<file path="src/rtl/core/pidl_pkg.sv">
// shared types and codes of the positional insert/delete list
`default_nettype none

package pidl_pkg;

  localparam int DATA_W    = 32;
  localparam int POS_W     = 7;
  localparam int INDEX_W   = 6;
  localparam int COUNT_W   = 7;

  // operation codes
  localparam logic [1:0] OP_INSERT = 2'd0;
  localparam logic [1:0] OP_DELETE = 2'd1;
  localparam logic [1:0] OP_READ   = 2'd2;
  localparam logic [1:0] OP_NONE   = 2'd3;

  // status codes
  localparam logic [1:0] ST_OK    = 2'd0;
  localparam logic [1:0] ST_RANGE = 2'd1;
  localparam logic [1:0] ST_FULL  = 2'd2;
  localparam logic [1:0] ST_EMPTY = 2'd3;

  typedef struct packed {
    logic [1:0]               op;
    logic [POS_W-1:0]         position;
    logic signed [DATA_W-1:0] data_value;
  } req_t;

  typedef struct packed {
    logic signed [DATA_W-1:0] result_value;
    logic [INDEX_W-1:0]       entry_index;
    logic [1:0]               status;
    logic [COUNT_W-1:0]       list_count;
    logic                     last;
  } rsp_t;

  // controller to datapath
  typedef struct packed {
    logic load;
    logic exec;
    logic advance;
  } cmd_t;

  // datapath to controller
  typedef struct packed {
    logic rsp_last;
  } sts_t;

endpackage

`default_nettype wire

</file>
<file path="src/rtl/core/pidl_ctrl.sv">
// controller: sequences capture, execution and word delivery
`default_nettype none

module pidl_ctrl (
  input  wire logic           clk,
  input  wire logic           rst,
  input  wire logic           req_valid,
  output logic                req_stall,
  output logic                rsp_valid,
  input  wire logic           rsp_stall,
  input  wire pidl_pkg::sts_t sts,
  output pidl_pkg::cmd_t      cmd
);
  import pidl_pkg::*;

  typedef enum logic [2:0] {
    S_IDLE = 3'b001,
    S_EXEC = 3'b010,
    S_OUT  = 3'b100
  } state_t;

  state_t state;
  state_t state_next;

  // next state
  always_comb begin
    state_next = state;
    unique case (state)
      S_IDLE: begin
        if (req_valid) begin
          state_next = S_EXEC;
        end
      end
      S_EXEC: begin
        state_next = S_OUT;
      end
      S_OUT: begin
        if (!rsp_stall && sts.rsp_last) begin
          state_next = S_IDLE;
        end
      end
      default: begin
        state_next = S_IDLE;
      end
    endcase
  end

  always_ff @(posedge clk) begin
    if (rst) begin
      state <= S_IDLE;
    end else begin
      state <= state_next;
    end
  end

  // handshake and datapath commands
  always_comb begin
    req_stall   = (state != S_IDLE);
    rsp_valid   = (state == S_OUT);
    cmd.load    = (state == S_IDLE) && req_valid;
    cmd.exec    = (state == S_EXEC);
    cmd.advance = (state == S_OUT) && !rsp_stall && !sts.rsp_last;
  end

endmodule

`default_nettype wire

</file>
<file path="config.mk">
export PLATFORM = sky130hd
export DESIGN_NAME = pidl_ctrl
export DESIGN_NICKNAME = d
export VERILOG_FILES = /design/src/rtl/core/pidl_pkg.sv /design/src/rtl/core/pidl_ctrl.sv
export SDC_FILE = /design/constraint.sdc
export NUM_CORES = 1
export LEC_CHECK = 0
export ABC_AREA = 1
export BUFFER_PORTS_ARGS = -buffer_cell sky130_fd_sc_hd__buf_2
export CAP_MARGIN = 5
export CORE_AREA = 8 8 45 47
export DETAILED_ROUTE_END_ITERATION = 7
export DIE_AREA = 0 0 53 55
export GPL_TIMING_DRIVEN = 0
export HOLD_SLACK_MARGIN = 0.05
export PLACE_DENSITY_LB_ADDON = 0.12
export SYNTH_ARGS = -nofsm -noshare
export SYNTH_HDL_FRONTEND = slang
export SYNTH_SLANG_ARGS = --single-unit
</file>
<file path="constraint.sdc">
create_clock -name clk -period 1.06 [get_ports clk]
set_clock_uncertainty 0.1 [all_clocks]
set_input_delay 0.053 -clock clk [delete_from_list [all_inputs] [get_ports clk]]
set_output_delay 0.053 -clock clk [all_outputs]
set_load 0.03 [all_outputs]
</file>
# Word level (Yosys, flattened, before mapping)
# Cells that the tools add are included.
[totals] register_bits=3 output_inout_bits=5
[classes] eq_ne=6 reduce_logical=7 mux=3
[op_table] op="$pmux W3 S3" n=1
[op_table] op="$mux W3" n=2
[op_table] op="$logic_and A1 B1 Y1" n=4
[op_table] op="$eq A3 B1 Y1 const B" n=1
[op_table] op="$eq A3 B2 Y1 const B" n=1
[op_table] op="$eq A3 B3 Y1 const B" n=1
[op_table] op="$ne A3 B1 Y1 const B" n=1
[op_table] op="$logic_not A1 Y1" n=2
[op_table] op="$ne A2 B1 Y1 const B" n=1
[op_table] op="$ne A2 B2 Y1 const B" n=1
[op_table] op="$reduce_and A2 Y1" n=1

# Depth between registers and ports, before layout
# Gate-level depths: netlist of the first run.
[depth] depth_word=4 depth_mapped=5

# Worst setup path after synthesis of the first run
# No wires, ideal clock.
[synth_timing] path_type="reg2out" start="register state[1]" end="output cmd[0] (netlist name)" slack_ps=-254 required_time_ps=907 t_arrival_ps=1161 n_path_buf=0 stages_incl_launch_ff=4 cell_sequence="dfxtp_1 -> nor2_2 -> nand2_1 -> nor3_1"
[synth_rtl] element="start: declaration" line_no="pidl_ctrl.sv:22" rtl="state_t state;"
[synth_rtl] element="start signal: assignment" line_no="pidl_ctrl.sv:52" rtl="state <= state_next;"
[synth_rtl] element="end: declaration" line_no="pidl_ctrl.sv:12" rtl="output pidl_pkg::cmd_t cmd"

==> impl_metrics.env, run 1 <==
export IMPL_cts_root_buf="clkbuf_4"
export IMPL_power_leakage_uw=0.000213
export IMPL_cts_buffers=3
export IMPL_critical_path_class="register to primary output"
export IMPL_grt_pass1_vias=243
export IMPL_netlist_area_sq_um=176
export IMPL_io_buffers=9
export IMPL_diodes=0
export IMPL_cpMaxStageDelayCell="dfxtp_4"
export IMPL_status="finished with violations"
export IMPL_rsz0062_at_grt="yes"
export IMPL_final_cells=65
export IMPL_coreArea_sq_um=1380
export IMPL_whs_ns=0.0978
export IMPL_critical_path_max_fanout=4
export IMPL_antenna_found_initial=0
export IMPL_drc=0
export IMPL_fin_crit_sh_pct=115
export IMPL_dr_pass1_iters=2
export IMPL_top_register="state"
export IMPL_fp_dieW_microns=53
export IMPL_initial_core_util_pct=12.7
export IMPL_yosys_warnings=0
export IMPL_fin_util_pct=31.2
export IMPL_relSlewSlack_pct=90.3
export IMPL_clock_latency_ns=0.23
export IMPL_seqPwrFrac_pct=26.6
export IMPL_yosysUniqueCellTypes=11
export IMPL_routedWlPerCell_microns=9.25
export IMPL_final_hold_violation_count=0
export IMPL_path_clk_slew_ns=0.03
export IMPL_fin_nets=55
export IMPL_grt_overflow_total=0
export IMPL_numClockSinks=3
export IMPL_cp_top_family="flip-flops"
export IMPL_yosysSeqAreaShare_pct=34.0
export IMPL_place_area_sq_um=254
export IMPL_cp_required_ns=0.91
export IMPL_vias=237
export IMPL_grt_start_max_net_pins=5
export IMPL_final_antenna_net_count=0
export IMPL_h_tree_depth=1
export IMPL_via_per_inst=3.65
export IMPL_synth_cells=26
export IMPL_p_int_uw=355
export IMPL_cts_tree="built"
export IMPL_drt_total_wl_microns=601
export IMPL_failed_checks="setup timing"
export IMPL_p_sw_share_pct=31.3
export IMPL_grt_use_total_pct=4.42
export IMPL_cts_buffer_depth=2
export IMPL_clock_power_share_pct=38.5
export IMPL_worst_endpoint_arrival_ns=1.06
export IMPL_avgSynthCellArea_sq_um=6.79
export IMPL_p_comb_share_pct=34.8
export IMPL_worst_path_buf_inv=1
export IMPL_ioPinCount=10
export IMPL_max_freq_mhz=822
export IMPL_drive_gt1_share_pct=73.5
export IMPL_finalMaxSlewViolations=0
export IMPL_layout_min_cycle_time_ns=1.22
export IMPL_grt_pass1_wl_microns=855
export IMPL_fin_total_pwr_uw=517
export IMPL_setup_viol=7
export IMPL_cp_start_kind="register"
export IMPL_area_growth_pct=145
export IMPL_design_die_area_sq_um=2920
export IMPL_die_h_microns=55
export IMPL_min_path_type="input port to register"
export IMPL_cpPeakStageDelay_ns=0.35
export IMPL_rows=14
export IMPL_p_sw_uw=161
export IMPL_synth_nets=31
export IMPL_worst_pin_slew_ns=0.144
export IMPL_crit_chain="nor2_4 -> nand2_2 -> nor3_2 -> buf_4"
export IMPL_largest_reg_flops=3
export IMPL_maxCapViolCount=0
export IMPL_reg_largest_list="state: 3 flops"
export IMPL_gp_congestion=0.726
export IMPL_fin_ws_ns=-0.157
export IMPL_peakVddDrop_mv=0.527
export IMPL_ys_ff_latch=3
export IMPL_dp_cells=51
export IMPL_cp_end_kind="primary output"
export IMPL_pwr_density_cell_nw_per_um2=1200
export IMPL_detail_route_iter0_violations=3
export IMPL_fin_area_sq_um=432
-- cell usage after synthesis --
cell type  number  area (sq um)
nand2_1         4          15.0
nand3_1         3          15.0
inv_1           8          30.0
nor2_1          1          3.75
nor2_2          2          12.5
dfxtp_1         3          60.1
a21oi_2         1          8.76
nor3_1          1          5.00
nor3_2          1          10.0
nand3_2         1          10.0
nand2_2         1          6.26
-- worst min-delay path, stage by stage --
cell and delay, ns:
buf_2 0.11, inv_1 0.04, nand2_1 0.07, nand3_4 0.07
a21oi_2 0.04
-- stage by stage --
stage | worst slack, ns | setup TNS (ns)
2_1_floorplan | -0.000431 | -0.000431
3_3_place_gp | 0.0550 | 0
3_5_place_dp | 0.0603 | 0
4_1_cts | -0.137 | -0.422
5_1_grt | -0.198 | -1.03
6_report | -0.157 | -0.710
-- area by class of cell --
class,count,area (sq um)
Clock buffer,4,26.3
Fill cell,150,952
Inverter,8,30.0
Multi-Input combinational cell,15,129
Sequential cell,3,71.3
Tap cell,16,20.0
Timing Repair Buffer,19,155
-- routing by layer --
layer / up-vias / track usage, % / part of all wire, %
met5: - / 0 / 0
met4: 0 / 6.47 / 0
met2: 7 / 6.45 / 59
met1: 107 / 3.18 / 35
met3: 0 / 3.21 / 6.2
li1: 123 / - / -
-- cell families (layout without fill, tap and decap cells) --
kind of cell / after synthesis / after routing / share of synthesized area, %
AOI/OAI and AO/OA: 1 / 1 / 4.97
buffers and inverters: 8 / 31 / 17.0
DFF: 3 / 3 / 34.0
and+or+nand+nor: 14 / 14 / 44.0
-- repair_timing --
item	4_1_cts	5_1_grt
endpoints found under the setup margin	5	7
resized for setup	20	5
buffers inserted	3	4
pin swaps	4	1
hold endpoints to repair	3	0
hold buffers	3	0
-- worst paths after layout --
path,start,end,slack (ns),cells after the start
max,state[0],cmd[0],-0.16,4
min reg2reg,state[2],state[2],0.43,2
min,rsp_stall,state[2],0.1,5
max reg2reg,state[0],state[0],-0.09,7
-- cell usage in the layout, fill, tap and decap left out, drive strengths merged --
cell | netlist | final
buf | 0 | 16
inv | 8 | 8
nand2 | 5 | 5
clkbuf | 0 | 4
nand3 | 4 | 4
nor2 | 3 | 3
dlygate4sd3 | 0 | 3
dfxtp | 3 | 3
nor3 | 2 | 2
a21oi | 1 | 1
-- power groups by stage --
stage          sequential (uW)  combinational, uW  clock, uW
2_1_floorplan              133               73.4          0
3_3_place_gp               136                102          0
3_5_place_dp               136                101          0
4_1_cts                    138                150        211
5_1_grt                    139                194        216
6_report                   138                180        199
No activity file was read; power rests on OpenSTA's default activity.
==> run 2: changes to the inputs <==
Settings changed: BUFFER_PORTS_ARGS -buffer_cell sky130_fd_sc_hd__buf_2 to -buffer_cell sky130_fd_sc_hd__buf_4, CTS_CLUSTER_SIZE from default to 20.
==> run 2 against run 1 <==
The run still ends with setup timing left. Cell count fell by 3.1%. Sequential power barely moved. Count of clock-buffer cells in the layout did not move. Global-route usage rose by 0.17 points. First-iteration DRC count fell by 33%. Total power fell by 1.3%. Setup slack improved by 0.021 ns. Register-to-register slack improved by 0.07 ns. Critical endpoint is now cmd[2].
==> impl_metrics.env, run 2 (synthesis gave the netlist of run 1 again) <==
export IMPL_peakVddDrop_mv=0.405
export IMPL_path_clk_slew_ns=0.04
export IMPL_antenna_found_initial=0
export IMPL_layout_min_cycle_time_ns=1.20
export IMPL_fin_total_pwr_uw=510
export IMPL_cts_root_buf="clkbuf_4"
export IMPL_grt_pass1_wl_microns=890
export IMPL_initial_core_util_pct=12.7
export IMPL_via_per_inst=3.59
export IMPL_cp_start_kind="register"
export IMPL_finalMaxSlewViolations=0
export IMPL_place_hpwl_microns=382
export IMPL_dr_pass1_iters=2
export IMPL_vias=226
export IMPL_detail_route_iter0_violations=2
export IMPL_grt_busiest_layer="met2"
export IMPL_pwr_density_cell_nw_per_um2=1260
export IMPL_reg_largest_list="state: 3 flops"
export IMPL_rows=14
export IMPL_die_h_microns=55
export IMPL_critical_path_max_fanout=3
export IMPL_layout_commonest_cell="buf_4"
export IMPL_grt_use_total_pct=4.59
export IMPL_largest_reg_flops=3
export IMPL_final_hold_violation_count=0
export IMPL_grt_pass1_vias=222
export IMPL_setup_tns_ns=-0.395
export IMPL_grtUsageMet1_pct=3.49
export IMPL_fp_dieW_microns=53
export IMPL_grt_overflow_total=0
export IMPL_coreArea_sq_um=1380
export IMPL_relSlewSlack_pct=91.1
export IMPL_maxCapViolCount=0
export IMPL_setup_viol=5
export IMPL_gr_usage_met3_pct=3.21
export IMPL_failed_checks="setup timing"
export IMPL_top_register="state"
export IMPL_cts_buffer_depth=2
export IMPL_cts_buffers=3
export IMPL_numClockSinks=3
export IMPL_area_growth_pct=130
export IMPL_power_leakage_uw=0.000208
export IMPL_cp_end_kind="primary output"
export IMPL_critical_path_class="register to primary output"
export IMPL_routedWlPerCell_microns=9.40
export IMPL_drt_total_wl_microns=592
export IMPL_drc=0
export IMPL_worst_pin_slew_ns=0.133
export IMPL_use_met2_pct=6.64
export IMPL_h_tree_depth=1
export IMPL_cts_tree="built"
export IMPL_design_die_area_sq_um=2920
export IMPL_crit_chain="nor2_2 -> nand2_2 -> nor2_4 -> buf_6"
export IMPL_status="finished with violations"
export IMPL_rsz0062_at_grt="yes"
export IMPL_cp_required_ns=0.91
export IMPL_fin_crit_sh_pct=113
export IMPL_max_freq_mhz=836
export IMPL_clock_latency_ns=0.23
export IMPL_min_path_type="input port to register"
export IMPL_gp_congestion=0.625
export IMPL_worst_endpoint_arrival_ns=1.04
export IMPL_diodes=0
export IMPL_cpPeakStageDelay_ns=0.34
export IMPL_grt_start_max_net_pins=5
export IMPL_mostFrequentLayoutCells="11 x buf_4, 6 x inv_1"
export IMPL_final_antenna_net_count=0
export IMPL_cpMaxStageDelayCell="dfxtp_2"
export IMPL_ioPinCount=10
export IMPL_io_buffers=9
export IMPL_fin_nets=53
export IMPL_fin_ws_ns=-0.136
export IMPL_drive_gt1_share_pct=70.2
run 2: changes by cell type in the layout (fill, tap and decap cells not counted), moves of 2 or more:
| cell | before | now |
|---|---|---|
| buf_4 | 8 | 11 |
| buf_2 | 4 | 0 |
| inv_1 | 4 | 6 |
| dfxtp_4 | 3 | 1 |
| nand3_2 | 1 | 3 |
| inv_2 | 4 | 2 |
| dfxtp_2 | 0 | 2 |
run 2: path summary, 6_finish.rpt:
| check | startpoint | end | slack [ns] | depth (start not counted) |
|---|---|---|---|---|
| max | state[1] | cmd[2] | -0.14 | 4 |
| min | rsp_stall | state[2] | 0.1 | 5 |
| min reg2reg | state[2] | state[2] | 0.42 | 2 |
| max reg2reg | state[1] | state[0] | -0.02 | 6 |
run 2: power by group:
part / switching, uW / internal [uW] / total [uW]
combinational: 82.4 / 84.4 / 167
sequential: 15.4 / 124 / 140
clock: 61.7 / 141 / 203
total: 160 / 350 / 510
run 2: layer usage:
layer,vias to the layer above,wire length (microns)
met1,97,234
met5,-,0
met4,0,8
met3,2,36
li1,120,-
met2,7,313
run 2: critical path: cells and delay by family (launching register included):
kind	cells	cell delay, ns
flip-flops	1	0.34
AND/OR/NAND/NOR	3	0.34
buffers and inverters	1	0.13
run 2: cell type report:
class | count | area (sq um)
fill | 158 | 978
timing repair buffer | 17 | 146
multi-input combinational | 15 | 116
sequential | 3 | 66.3
inverter | 8 | 30.0
clock buffer | 4 | 26.3
tap | 16 | 20.0
run 2: timing repair:
item                                    in CTS  in global routing
pin swaps                                    4                  1
endpoints found under the setup margin       5                  7
hold endpoints to repair                     3                  0
resized for setup                           12                  1
hold buffers                                 3                  0
buffers inserted                             5                  0
run 2: through the flow:
step | instance area (sq um) | setup slack (ns) | hold slack (ns) | instances | util (%)
3_3_place_gp | 277 | 0.0849 | 0.138 | 51 | 20.0
6_report | 405 | -0.136 | 0.0957 | 63 | 29.3
3_5_place_dp | 277 | 0.0904 | 0.138 | 51 | 20.0
4_1_cts | 405 | -0.140 | 0.0891 | 63 | 29.3
5_1_grt | 405 | -0.188 | 0.112 | 63 | 29.3
2_1_floorplan | 189 | -0.000431 | 0.0154 | 26 | -
